**src/hw/rtl/i2crx_pkg.sv**
```systemverilog
`timescale 1ns / 1ps
// ----------------------------------------------------------------------------
// i2crx_pkg
// Shared constants and types for the I2C slave receiver with FIFO flow control.
// ----------------------------------------------------------------------------
package i2crx_pkg;

    localparam int FIFO_DEPTH_DEF = 64;

    // item kinds
    localparam logic [1:0] KIND_BUS    = 2'd0;
    localparam logic [1:0] KIND_TICK   = 2'd1;
    localparam logic [1:0] KIND_POP    = 2'd2;
    localparam logic [1:0] KIND_RESUME = 2'd3;

    // bus status codes, prescaler bits masked off
    localparam logic [7:0] ST_OWN_SLA_W = 8'h60;
    localparam logic [7:0] ST_DATA_ACK  = 8'h80;
    localparam logic [7:0] ST_DATA_NACK = 8'h88;
    localparam logic [7:0] ST_STOP      = 8'hA0;
    localparam logic [7:0] ST_PRESCALE  = 8'h03;

    localparam logic [15:0] TICKS_MAX = 16'hFFFF;

    // register indexes
    localparam logic [1:0] REG_HIGH_WATER    = 2'd0;
    localparam logic [1:0] REG_LOW_WATER     = 2'd1;
    localparam logic [1:0] REG_TIMEOUT_LIMIT = 2'd2;

    localparam logic [6:0]  HIGH_WATER_RST    = 7'd48;
    localparam logic [6:0]  LOW_WATER_RST     = 7'd16;
    localparam logic [15:0] TIMEOUT_LIMIT_RST = 16'd2000;

    // flags of one result, pop byte comes from the FIFO RAM
    typedef struct packed {
        logic       ack_enable;
        logic       notify_read;
        logic       notify_timeout;
        logic       byte_lost;
        logic       pop_valid;
        logic [6:0] fill_level;
    } t_result;

endpackage

```
**src/hw/rtl/i2c_slave_rx_flow_control.sv**
```systemverilog
`timescale 1ns / 1ps
// ----------------------------------------------------------------------------
// i2c_slave_rx_flow_control
// I2C slave receiver flow control with a receive FIFO and water marks.
// ----------------------------------------------------------------------------
// One item per clock: an input transfer is taken whenever the output register
// is empty or is being drained in the same cycle, and its result is held in
// the output register until taken. Control state (pointers, fill count, ACK
// flag, timeout count) is registered when an item is taken; received bytes
// live in a synchronous FIFO RAM whose registered read data lines up with the
// output register, so a pop returns its byte along with its result. The
// FIFO RAM needs no clearing after reset: only written entries are ever read.
// Registers: 0x0 high water (7 bit), 0x4 low water (7 bit), 0x8 timeout
// limit (16 bit).
module i2c_slave_rx_flow_control #(
    parameter int FIFO_DEPTH = i2crx_pkg::FIFO_DEPTH_DEF
) (
    input  logic        i_clk,
    input  logic        i_rst_n,
    // input stream
    input  logic        s_axis_tvalid,
    output logic        s_axis_tready,
    input  logic [15:0] s_axis_tdata,   // status_code[7:0], rx_byte[15:8]
    input  logic [1:0]  s_axis_tuser,   // kind[1:0]
    // result stream
    output logic        m_axis_tvalid,
    input  logic        m_axis_tready,
    // ack_enable[0], notify_read[1], notify_timeout[2], byte_lost[3],
    // pop_data[11:4], pop_valid[12], fill_level[19:13], zero[23:20]
    output logic [23:0] m_axis_tdata,
    // configuration
    input  logic        psel,
    input  logic        penable,
    input  logic        pwrite,
    input  logic [3:0]  paddr,
    input  logic [31:0] pwdata,
    output logic [31:0] prdata,
    output logic        pready
);

    localparam int AW = (FIFO_DEPTH > 1) ? $clog2(FIFO_DEPTH) : 1;

    logic [6:0]  r_high_water;
    logic [6:0]  r_low_water;
    logic [15:0] r_timeout_limit;

    logic                r_out_valid;
    i2crx_pkg::t_result  r_result;
    i2crx_pkg::t_result  result;

    logic          in_accept;
    logic          mem_we;
    logic          mem_re;
    logic [AW-1:0] mem_waddr;
    logic [AW-1:0] mem_raddr;
    logic [7:0]    mem_wdata;
    logic [7:0]    mem_rdata;
    logic [7:0]    pop_data;
    logic          cfg_write;

    assign pready    = 1'b1;
    assign cfg_write = psel & penable & pwrite & pready;

    always_ff @(posedge i_clk) begin
        if (!i_rst_n) begin
            r_high_water    <= i2crx_pkg::HIGH_WATER_RST;
            r_low_water     <= i2crx_pkg::LOW_WATER_RST;
            r_timeout_limit <= i2crx_pkg::TIMEOUT_LIMIT_RST;
        end else if (cfg_write) begin
            case (paddr[3:2])
                i2crx_pkg::REG_HIGH_WATER:    r_high_water    <= pwdata[6:0];
                i2crx_pkg::REG_LOW_WATER:     r_low_water     <= pwdata[6:0];
                i2crx_pkg::REG_TIMEOUT_LIMIT: r_timeout_limit <= pwdata[15:0];
                default: begin
                end
            endcase
        end
    end

    always_comb begin
        case (paddr[3:2])
            i2crx_pkg::REG_HIGH_WATER:    prdata = 32'(r_high_water);
            i2crx_pkg::REG_LOW_WATER:     prdata = 32'(r_low_water);
            i2crx_pkg::REG_TIMEOUT_LIMIT: prdata = 32'(r_timeout_limit);
            default:                      prdata = '0;
        endcase
    end

    assign s_axis_tready = !r_out_valid || m_axis_tready;
    assign in_accept     = s_axis_tvalid && s_axis_tready;

    i2crx_ctrl #(
        .FIFO_DEPTH (FIFO_DEPTH),
        .AW         (AW)
    ) u_ctrl (
        .i_clk           (i_clk),
        .i_rst_n         (i_rst_n),
        .i_accept        (in_accept),
        .i_kind          (s_axis_tuser),
        .i_status_code   (s_axis_tdata[7:0]),
        .i_rx_byte       (s_axis_tdata[15:8]),
        .i_high_water    (r_high_water),
        .i_low_water     (r_low_water),
        .i_timeout_limit (r_timeout_limit),
        .o_mem_we        (mem_we),
        .o_mem_waddr     (mem_waddr),
        .o_mem_wdata     (mem_wdata),
        .o_mem_re        (mem_re),
        .o_mem_raddr     (mem_raddr),
        .o_result        (result)
    );

    i2crx_ram #(
        .DEPTH (FIFO_DEPTH),
        .AW    (AW)
    ) u_ram (
        .i_clk   (i_clk),
        .i_we    (mem_we),
        .i_waddr (mem_waddr),
        .i_wdata (mem_wdata),
        .i_re    (mem_re),
        .i_raddr (mem_raddr),
        .o_rdata (mem_rdata)
    );

    always_ff @(posedge i_clk) begin
        if (!i_rst_n) begin
            r_out_valid <= 1'b0;
        end else if (s_axis_tready) begin
            r_out_valid <= s_axis_tvalid;
        end
    end

    always_ff @(posedge i_clk) begin
        if (in_accept) begin
            r_result <= result;
        end
    end

    // RAM read data is held until the next valid pop is taken
    assign pop_data = r_result.pop_valid ? mem_rdata : 8'h00;

    assign m_axis_tvalid = r_out_valid;
    assign m_axis_tdata  = {4'b0000,
                            r_result.fill_level,
                            r_result.pop_valid,
                            pop_data,
                            r_result.byte_lost,
                            r_result.notify_timeout,
                            r_result.notify_read,
                            r_result.ack_enable};

endmodule

```
**src/hw/rtl/i2crx_ram.sv**
```systemverilog
`timescale 1ns / 1ps
// ----------------------------------------------------------------------------
// i2crx_ram
// Receive FIFO storage: one write port, one read port, registered read data.
// ----------------------------------------------------------------------------
module i2crx_ram #(
    parameter int DEPTH = i2crx_pkg::FIFO_DEPTH_DEF,
    parameter int AW    = (DEPTH > 1) ? $clog2(DEPTH) : 1
) (
    input  logic          i_clk,
    input  logic          i_we,
    input  logic [AW-1:0] i_waddr,
    input  logic [7:0]    i_wdata,
    input  logic          i_re,
    input  logic [AW-1:0] i_raddr,
    output logic [7:0]    o_rdata
);

    logic [7:0] r_mem [DEPTH];
    logic [7:0] r_rdata;

    always_ff @(posedge i_clk) begin
        if (i_we) begin
            r_mem[i_waddr] <= i_wdata;
        end
    end

    always_ff @(posedge i_clk) begin
        if (i_re) begin
            r_rdata <= r_mem[i_raddr];
        end
    end

    assign o_rdata = r_rdata;

endmodule

```
**src/hw/rtl/i2crx_ctrl.sv**
```systemverilog
`timescale 1ns / 1ps
// ----------------------------------------------------------------------------
// i2crx_ctrl
// FIFO pointers, fill count, ACK and timeout state; decides each item's result
// and issues the FIFO RAM write or read.
// ----------------------------------------------------------------------------
module i2crx_ctrl #(
    parameter int FIFO_DEPTH = i2crx_pkg::FIFO_DEPTH_DEF,
    parameter int AW         = (FIFO_DEPTH > 1) ? $clog2(FIFO_DEPTH) : 1
) (
    input  logic                i_clk,
    input  logic                i_rst_n,
    input  logic                i_accept,
    input  logic [1:0]          i_kind,
    input  logic [7:0]          i_status_code,
    input  logic [7:0]          i_rx_byte,
    input  logic [6:0]          i_high_water,
    input  logic [6:0]          i_low_water,
    input  logic [15:0]         i_timeout_limit,
    output logic                o_mem_we,
    output logic [AW-1:0]       o_mem_waddr,
    output logic [7:0]          o_mem_wdata,
    output logic                o_mem_re,
    output logic [AW-1:0]       o_mem_raddr,
    output i2crx_pkg::t_result  o_result
);

    localparam int CW   = $clog2(FIFO_DEPTH + 1);
    localparam int CMPW = (CW > 7) ? CW : 7;
    localparam logic [CW-1:0] FULL_COUNT = CW'(FIFO_DEPTH);
    localparam logic [AW-1:0] LAST_INDEX = AW'(FIFO_DEPTH - 1);

    logic [AW-1:0] r_wr_ptr, n_wr_ptr;
    logic [AW-1:0] r_rd_ptr, n_rd_ptr;
    logic [CW-1:0] r_count, n_count;
    logic          r_ack, n_ack;
    logic          r_receiving, n_receiving;
    logic [15:0]   r_ticks, n_ticks;

    logic            full;
    logic [7:0]      status;
    logic [CMPW-1:0] cur_count_ext;
    logic [CMPW-1:0] high_ext;
    logic [CMPW-1:0] low_ext;

    assign status        = i_status_code & ~i2crx_pkg::ST_PRESCALE;
    assign full          = (r_count == FULL_COUNT);
    assign cur_count_ext = CMPW'(r_count);
    assign high_ext      = CMPW'(i_high_water);
    assign low_ext       = CMPW'(i_low_water);

    always_comb begin
        n_wr_ptr    = r_wr_ptr;
        n_rd_ptr    = r_rd_ptr;
        n_count     = r_count;
        n_ack       = r_ack;
        n_receiving = r_receiving;
        n_ticks     = r_ticks;
        o_mem_we    = 1'b0;
        o_mem_re    = 1'b0;
        o_mem_waddr = r_wr_ptr;
        o_mem_wdata = i_rx_byte;
        o_mem_raddr = r_rd_ptr;
        o_result    = '0;

        case (i_kind)
            i2crx_pkg::KIND_BUS: begin
                case (status)
                    i2crx_pkg::ST_OWN_SLA_W: begin
                        n_ticks = 16'd1;
                        if (!full) begin
                            n_ack       = 1'b1;
                            n_receiving = 1'b1;
                        end else begin
                            n_ack                = 1'b0;
                            n_receiving          = 1'b0;
                            o_result.notify_read = 1'b1;
                        end
                    end
                    i2crx_pkg::ST_DATA_ACK: begin
                        n_ticks = 16'd1;
                        if (!full) begin
                            o_mem_we = i_accept;
                            n_wr_ptr = (r_wr_ptr == LAST_INDEX) ? '0 : r_wr_ptr + AW'(1);
                            n_count  = r_count + CW'(1);
                            if (CMPW'(n_count) > high_ext) begin
                                n_ack                = 1'b0;
                                n_receiving          = 1'b0;
                                o_result.notify_read = 1'b1;
                            end else begin
                                n_ack       = 1'b1;
                                n_receiving = 1'b1;
                            end
                        end else begin
                            n_ack                = 1'b0;
                            n_receiving          = 1'b0;
                            o_result.notify_read = 1'b1;
                            o_result.byte_lost   = 1'b1;
                        end
                    end
                    i2crx_pkg::ST_DATA_NACK: begin
                        if (cur_count_ext < low_ext) begin
                            n_ack       = 1'b1;
                            n_receiving = 1'b1;
                        end else begin
                            n_ack                = 1'b0;
                            n_receiving          = 1'b0;
                            o_result.notify_read = 1'b1;
                        end
                    end
                    i2crx_pkg::ST_STOP: begin
                        n_ticks              = '0;
                        o_result.notify_read = 1'b1;
                        n_ack                = 1'b1;
                        n_receiving          = 1'b1;
                    end
                    default: begin
                    end
                endcase
            end
            i2crx_pkg::KIND_TICK: begin
                if (r_ticks != '0) begin
                    if (r_ticks != i2crx_pkg::TICKS_MAX) begin
                        n_ticks = r_ticks + 16'd1;
                    end
                    o_result.notify_timeout = (n_ticks > i_timeout_limit);
                end
            end
            i2crx_pkg::KIND_POP: begin
                if (r_count != '0) begin
                    o_mem_re           = i_accept;
                    o_result.pop_valid = 1'b1;
                    n_rd_ptr = (r_rd_ptr == LAST_INDEX) ? '0 : r_rd_ptr + AW'(1);
                    n_count  = r_count - CW'(1);
                end
            end
            default: begin
                n_ack = 1'b1;
            end
        endcase

        o_result.ack_enable = n_ack;
        o_result.fill_level = 7'(n_count);
    end

    always_ff @(posedge i_clk) begin
        if (!i_rst_n) begin
            r_wr_ptr    <= '0;
            r_rd_ptr    <= '0;
            r_count     <= '0;
            r_ack       <= 1'b1;
            r_receiving <= 1'b0;
            r_ticks     <= '0;
        end else if (i_accept) begin
            r_wr_ptr    <= n_wr_ptr;
            r_rd_ptr    <= n_rd_ptr;
            r_count     <= n_count;
            r_ack       <= n_ack;
            r_receiving <= n_receiving;
            r_ticks     <= n_ticks;
        end
    end

endmodule

```
**config.mk**
```make
export PLATFORM = sky130hd
export DESIGN_NAME = i2c_slave_rx_flow_control
export DESIGN_NICKNAME = d
export VERILOG_FILES = /design/src/hw/rtl/i2crx_pkg.sv /design/src/hw/rtl/i2c_slave_rx_flow_control.sv /design/src/hw/rtl/i2crx_ram.sv /design/src/hw/rtl/i2crx_ctrl.sv
export SDC_FILE = /design/constraint.sdc
export NUM_CORES = 1
export LEC_CHECK = 0
export ABC_AREA = 1
export BUFFER_PORTS_ARGS = -buffer_cell sky130_fd_sc_hd__buf_2
export CAP_MARGIN = 20
export CORE_MARGIN = 4
export CORE_UTILIZATION = 41
export CTS_CLUSTER_SIZE = 8
export DETAILED_ROUTE_END_ITERATION = 7
export PLACE_DENSITY = 0.59
export SETUP_SLACK_MARGIN = 0.1
export SLEW_MARGIN = 20
export SYNTH_ARGS = -nofsm -noshare
export SYNTH_HDL_FRONTEND = slang
export SYNTH_SLANG_ARGS = --single-unit
```
**constraint.sdc**
```tcl
create_clock -name i_clk -period 2.7 [get_ports i_clk]
set_clock_uncertainty 0.05 [all_clocks]
set_input_delay 0.27 -clock i_clk [delete_from_list [all_inputs] [get_ports i_clk]]
set_output_delay 0.27 -clock i_clk [all_outputs]
set_load 0.005 [all_outputs]
```
==> run_results.csv <==
group,metric,value,unit
status,status,"complete, no violations",
critical_path,required,2960,ps
floorplanning,die_height,261.0,um
cells_and_area,fillCellCount,5680,
critical_path,critical_path_arrival,2760,ps
sta,clock.fmax,399.9,MHz
power_and_ir_drop,power_leakage,0.01130,uW
clock_tree,cts-root-buf,"clkbuf_16",
floorplanning,rows,92,
place,routabilityCongestion,0.8890,
cells_and_area,register_area,0.01733,sq mm
critical_path,reg2reg_to,"u_ram.r_mem[53][3]",
detailed_routing,vias_per_cell,5.256,
detailed_routing,final_antenna_net_count,0,
floorplanning,start_util,0.4154,
critical_path,worstPathCellList,"buf_4 -> inv_1 -> ha_1 -> inv_1 -> nor2_1 -> nand2_2 -> nand2_4 -> inv_2 -> nand3_4 -> inv_8 -> buf_6 -> nand2_2 -> nor2_2 -> buf_4",
place,dp_hpwl,42490,um
detailed_routing,drtIter0Drc,1689,
critical_path,crit_family,"buffers and inverters",
cells_and_area,drive_above_1_share,0.1352,
place,placed_area,0.02808,sq mm
logic_synthesis,ys_seq_elements,599,
sta,tightest_slew,733.2,ps
logic_synthesis,syn_area,0.02625,sq mm
critical_path,worstSetupStartpoint,"u_ctrl.cur_count_ext[0]",
place,io_buffers,78,
floorplanning,num_io_pins,120,
critical_path,timing_worst_setup_path_type,"reg -> reg",
critical_path,crit_slowest_cell,"dfxtp_1",
sta,setup_viol,0,
critical_path,path_max_fanout,10,
detailed_routing,first_pass_iters,6,
logic_synthesis,synth_area_per_cell,10.67,sq um
power_and_ir_drop,vdd_drop_max,0.4517,mV
clock_tree,htreeDepth,3,
global_routing,groute.usage.overall,0.1958,
detailed_routing,vias,18640,
clock_tree,cts_sinks,599,
power_and_ir_drop,power_density,693.3,mW/mm^2
critical_path,critPathBufInv,7,
sta,setup_tns,0,ps
cells_and_area,stdcell_area,0.03088,sq mm
run,cap_violations,0,
global_routing,antenna_found_initial,1,
global_routing,grt_pass1_vias,18150,
detailed_routing,post_drt_wl_per_cell,18.99,um
cells_and_area,nets,2739,
cells_and_area,multiInputGateArea,0.007711,sq mm
clock_tree,max-clock-path-buffers,3,
critical_path,critPathCapture,"u_ram.r_mem[53][3]",
global_routing,overflow,0,
detailed_routing,drt_wl_total,67370,um
clock_tree,clk_pin_slew,50,ps
floorplanning,dieWidth,261.0,um
critical_path,rr_worst_depth,14,
sta,drv_slew,0,
worst_hold_path,hold_path.class,"in -> reg",
critical_path,endpoint_kind,"flip-flop",
power_and_ir_drop,total_power,21410,uW
critical_path,cp_num_cells,14,
logic_synthesis,synth_warnings,0,
clock_tree,cts_buffers,85,
logic_synthesis,synth_cells,2460,
logic_synthesis,synthTopCellsByArea,"edfxtp_1, nor2_1, o21ai_0, dfxtp_1, nand2_1",
sta,period_share,0.9262,
sta,hold_violations,0,
critical_path,slowest_delay,330,ps
cells_and_area,area_growth,17.63,%
critical_path,reg2reg_slack,200,ps
floorplanning,coreArea,0.06320,sq mm
sta,slew_headroom,0.5112,
sta,min_period,2501,ps
global_routing,grt_max_degree,118,
sta,whs,71.77,ps
logic_synthesis,synth_top_area_cell,"edfxtp_1",
clock_tree,cts_tree,"built",
detailed_routing,post-route-drc-count,0,
logic_synthesis,yosys.area.top_type_share,0.6086,
clock_tree,clock_latency,630,ps
logic_synthesis,synth.distinct_cells,48,
critical_path,r2r_start,"u_ctrl.cur_count_ext[0]",
logic_synthesis,seq_area_frac_synth,0.6596,
global_routing,grt_pass1_wl,104200,um
sta,rsz0062_at_grt,"true",
floorplanning,die_area,0.06814,sq mm
critical_path,worstSetupStartpointType,"flip-flop",
==> flip-flops by register name, summed over array words and instances, names as in the netlist <==
| signal | cells |
|---|---|
| r_low_water | 7 |
| u_ram.r_mem | 512 |
| r_timeout_limit | 16 |
| m_axis_tdata | 12 |
| u_ctrl.r_ticks | 16 |
| u_ctrl.r_ack | 1 |
| m_axis_tvalid | 1 |
| u_ctrl.o_mem_raddr | 6 |
| u_ram.o_rdata | 8 |
| u_ctrl.cur_count_ext | 7 |
| r_high_water | 7 |
| u_ctrl.o_mem_waddr | 6 |
==> per-stage QoR <==
stage / utilization / instances / setup WS, ps
2_1_floorplan: - / 2479 / 261.5
4_1_cts: 0.4869 / 3543 / 100.7
5_1_grt: 0.4886 / 3547 / 29.37
3_5_place_dp: 0.4443 / 3376 / 54.25
3_3_place_gp: 0.4443 / 3376 / 93.19
6_report: 0.4886 / 3547 / 199.4
==> cell usage in the layout, fill, tap and decap left out, types with 8 or more instances in the layout <==
cell,n
a21oi_1,88
buf_12,13
buf_2,78
buf_4,106
clkbuf_1,55
clkbuf_16,86
conb_1,21
dfxtp_1,61
dlygate4sd3_1,18
edfxtp_1,532
ha_1,39
inv_1,138
inv_2,16
nand2_1,317
nand2_2,11
nand3_1,153
nand4_1,8
nor2_1,451
nor2_2,10
nor3_1,16
o211ai_1,74
o21ai_0,303
o22ai_1,20
xor2_1,15
==> worst min-delay path by stage <==
stage / start / end / slack (ps) / cells after the start
detailed placement: u_ctrl.r_ticks[8] / u_ctrl.r_ticks[8] / 420 / 2
CTS: s_axis_tdata[12] / u_ram.r_mem[34][4] / 40 / 1
global placement: u_ctrl.r_ticks[8] / u_ctrl.r_ticks[8] / 420 / 2
finish: s_axis_tuser[0] / m_axis_tdata[0] / 70 / 4
global route: s_axis_tdata[12] / u_ram.r_mem[0][4] / 70 / 1
floorplan: s_axis_tdata[8] / u_ram.r_mem[0][0] / 320 / 0
==> cells in the mapped netlist, drive strengths merged <==
cell / number
nor2: 467
clkinv: 2
edfxtp: 532
xor2: 15
buf: 88
nor3b: 1
nand2: 331
o22ai: 20
and2: 1
o221ai: 6
mux2i: 1
o211ai: 74
o21ai: 309
inv: 156
conb: 2
dfxtp: 67
xnor2: 1
nand3b: 4
o31ai: 1
nor3: 18
nand4: 11
o21a: 1
a22oi: 1
or2: 6
clkbuf: 57
a31oi: 1
ha: 40
a21o: 2
nand3: 156
a21oi: 89
==> power by group <==
group | leakage, uW | internal, uW | total [uW] | switching, uW
Sequential | 0.00534 | 10100 | 10200 | 38.7
Combinational | 0.00476 | 376 | 1210 | 833
Clock | 0.00120 | 6130 | 10000 | 3890
==> what timing repair did <==
| action | 4_1_cts | 5_1_grt |
|---|---|---|
| gates resized for setup | 2 | 29 |
| endpoints found under the hold margin | 40 | 0 |
| setup endpoints to repair | 1 | 296 |
| setup buffers | 0 | 3 |
| hold buffers | 18 | 0 |
| pin swaps | 0 | 4 |
==> routing by layer <==
metal  global-route usage  wire length [um]  up-vias
met2               0.3269             32410      579
met5                    0                 0        -
met4              0.06006              1530        0
li1                     -                 -     8919
met1               0.2650             29150     9036
met3              0.03191              4285      109
==> tightest hold or removal path: cells and delay by family <==
kind,cells,cell delay (ps)
fa+ha+maj,1,140
compound gates,1,40
simple gates,1,80
buf+inv,1,100
==> logic make-up (layout without fill, tap and decap cells) <==
logic type | Yosys count | count (layout) | synth area share
muxes | 1 | 1 | 0.0003813
buffers and inverters | 303 | 524 | 0.05181
xor gates and xnor gates | 16 | 16 | 0.005338
adders and majority gates | 40 | 40 | 0.01906
and+or+nand+nor | 995 | 995 | 0.1579
AOI/OAI and AO/OA | 504 | 504 | 0.1056
other | 2 | 22 | 0.0002861
DFF | 599 | 599 | 0.6596
==> layout make-up <==
class | count | area share
Sequential cell | 599 | 0.5614
Antenna cell | 1 | 0.00008104
Timing Repair Buffer | 217 | 0.05341
Clock buffer | 141 | 0.07638
Clock inverter | 8 | 0.004984
Multi-Input combinational cell | 1577 | 0.2497
Tap cell | 846 | 0.03428
Inverter | 158 | 0.01977
Note: power is estimated with default switching activity, not from simulation.
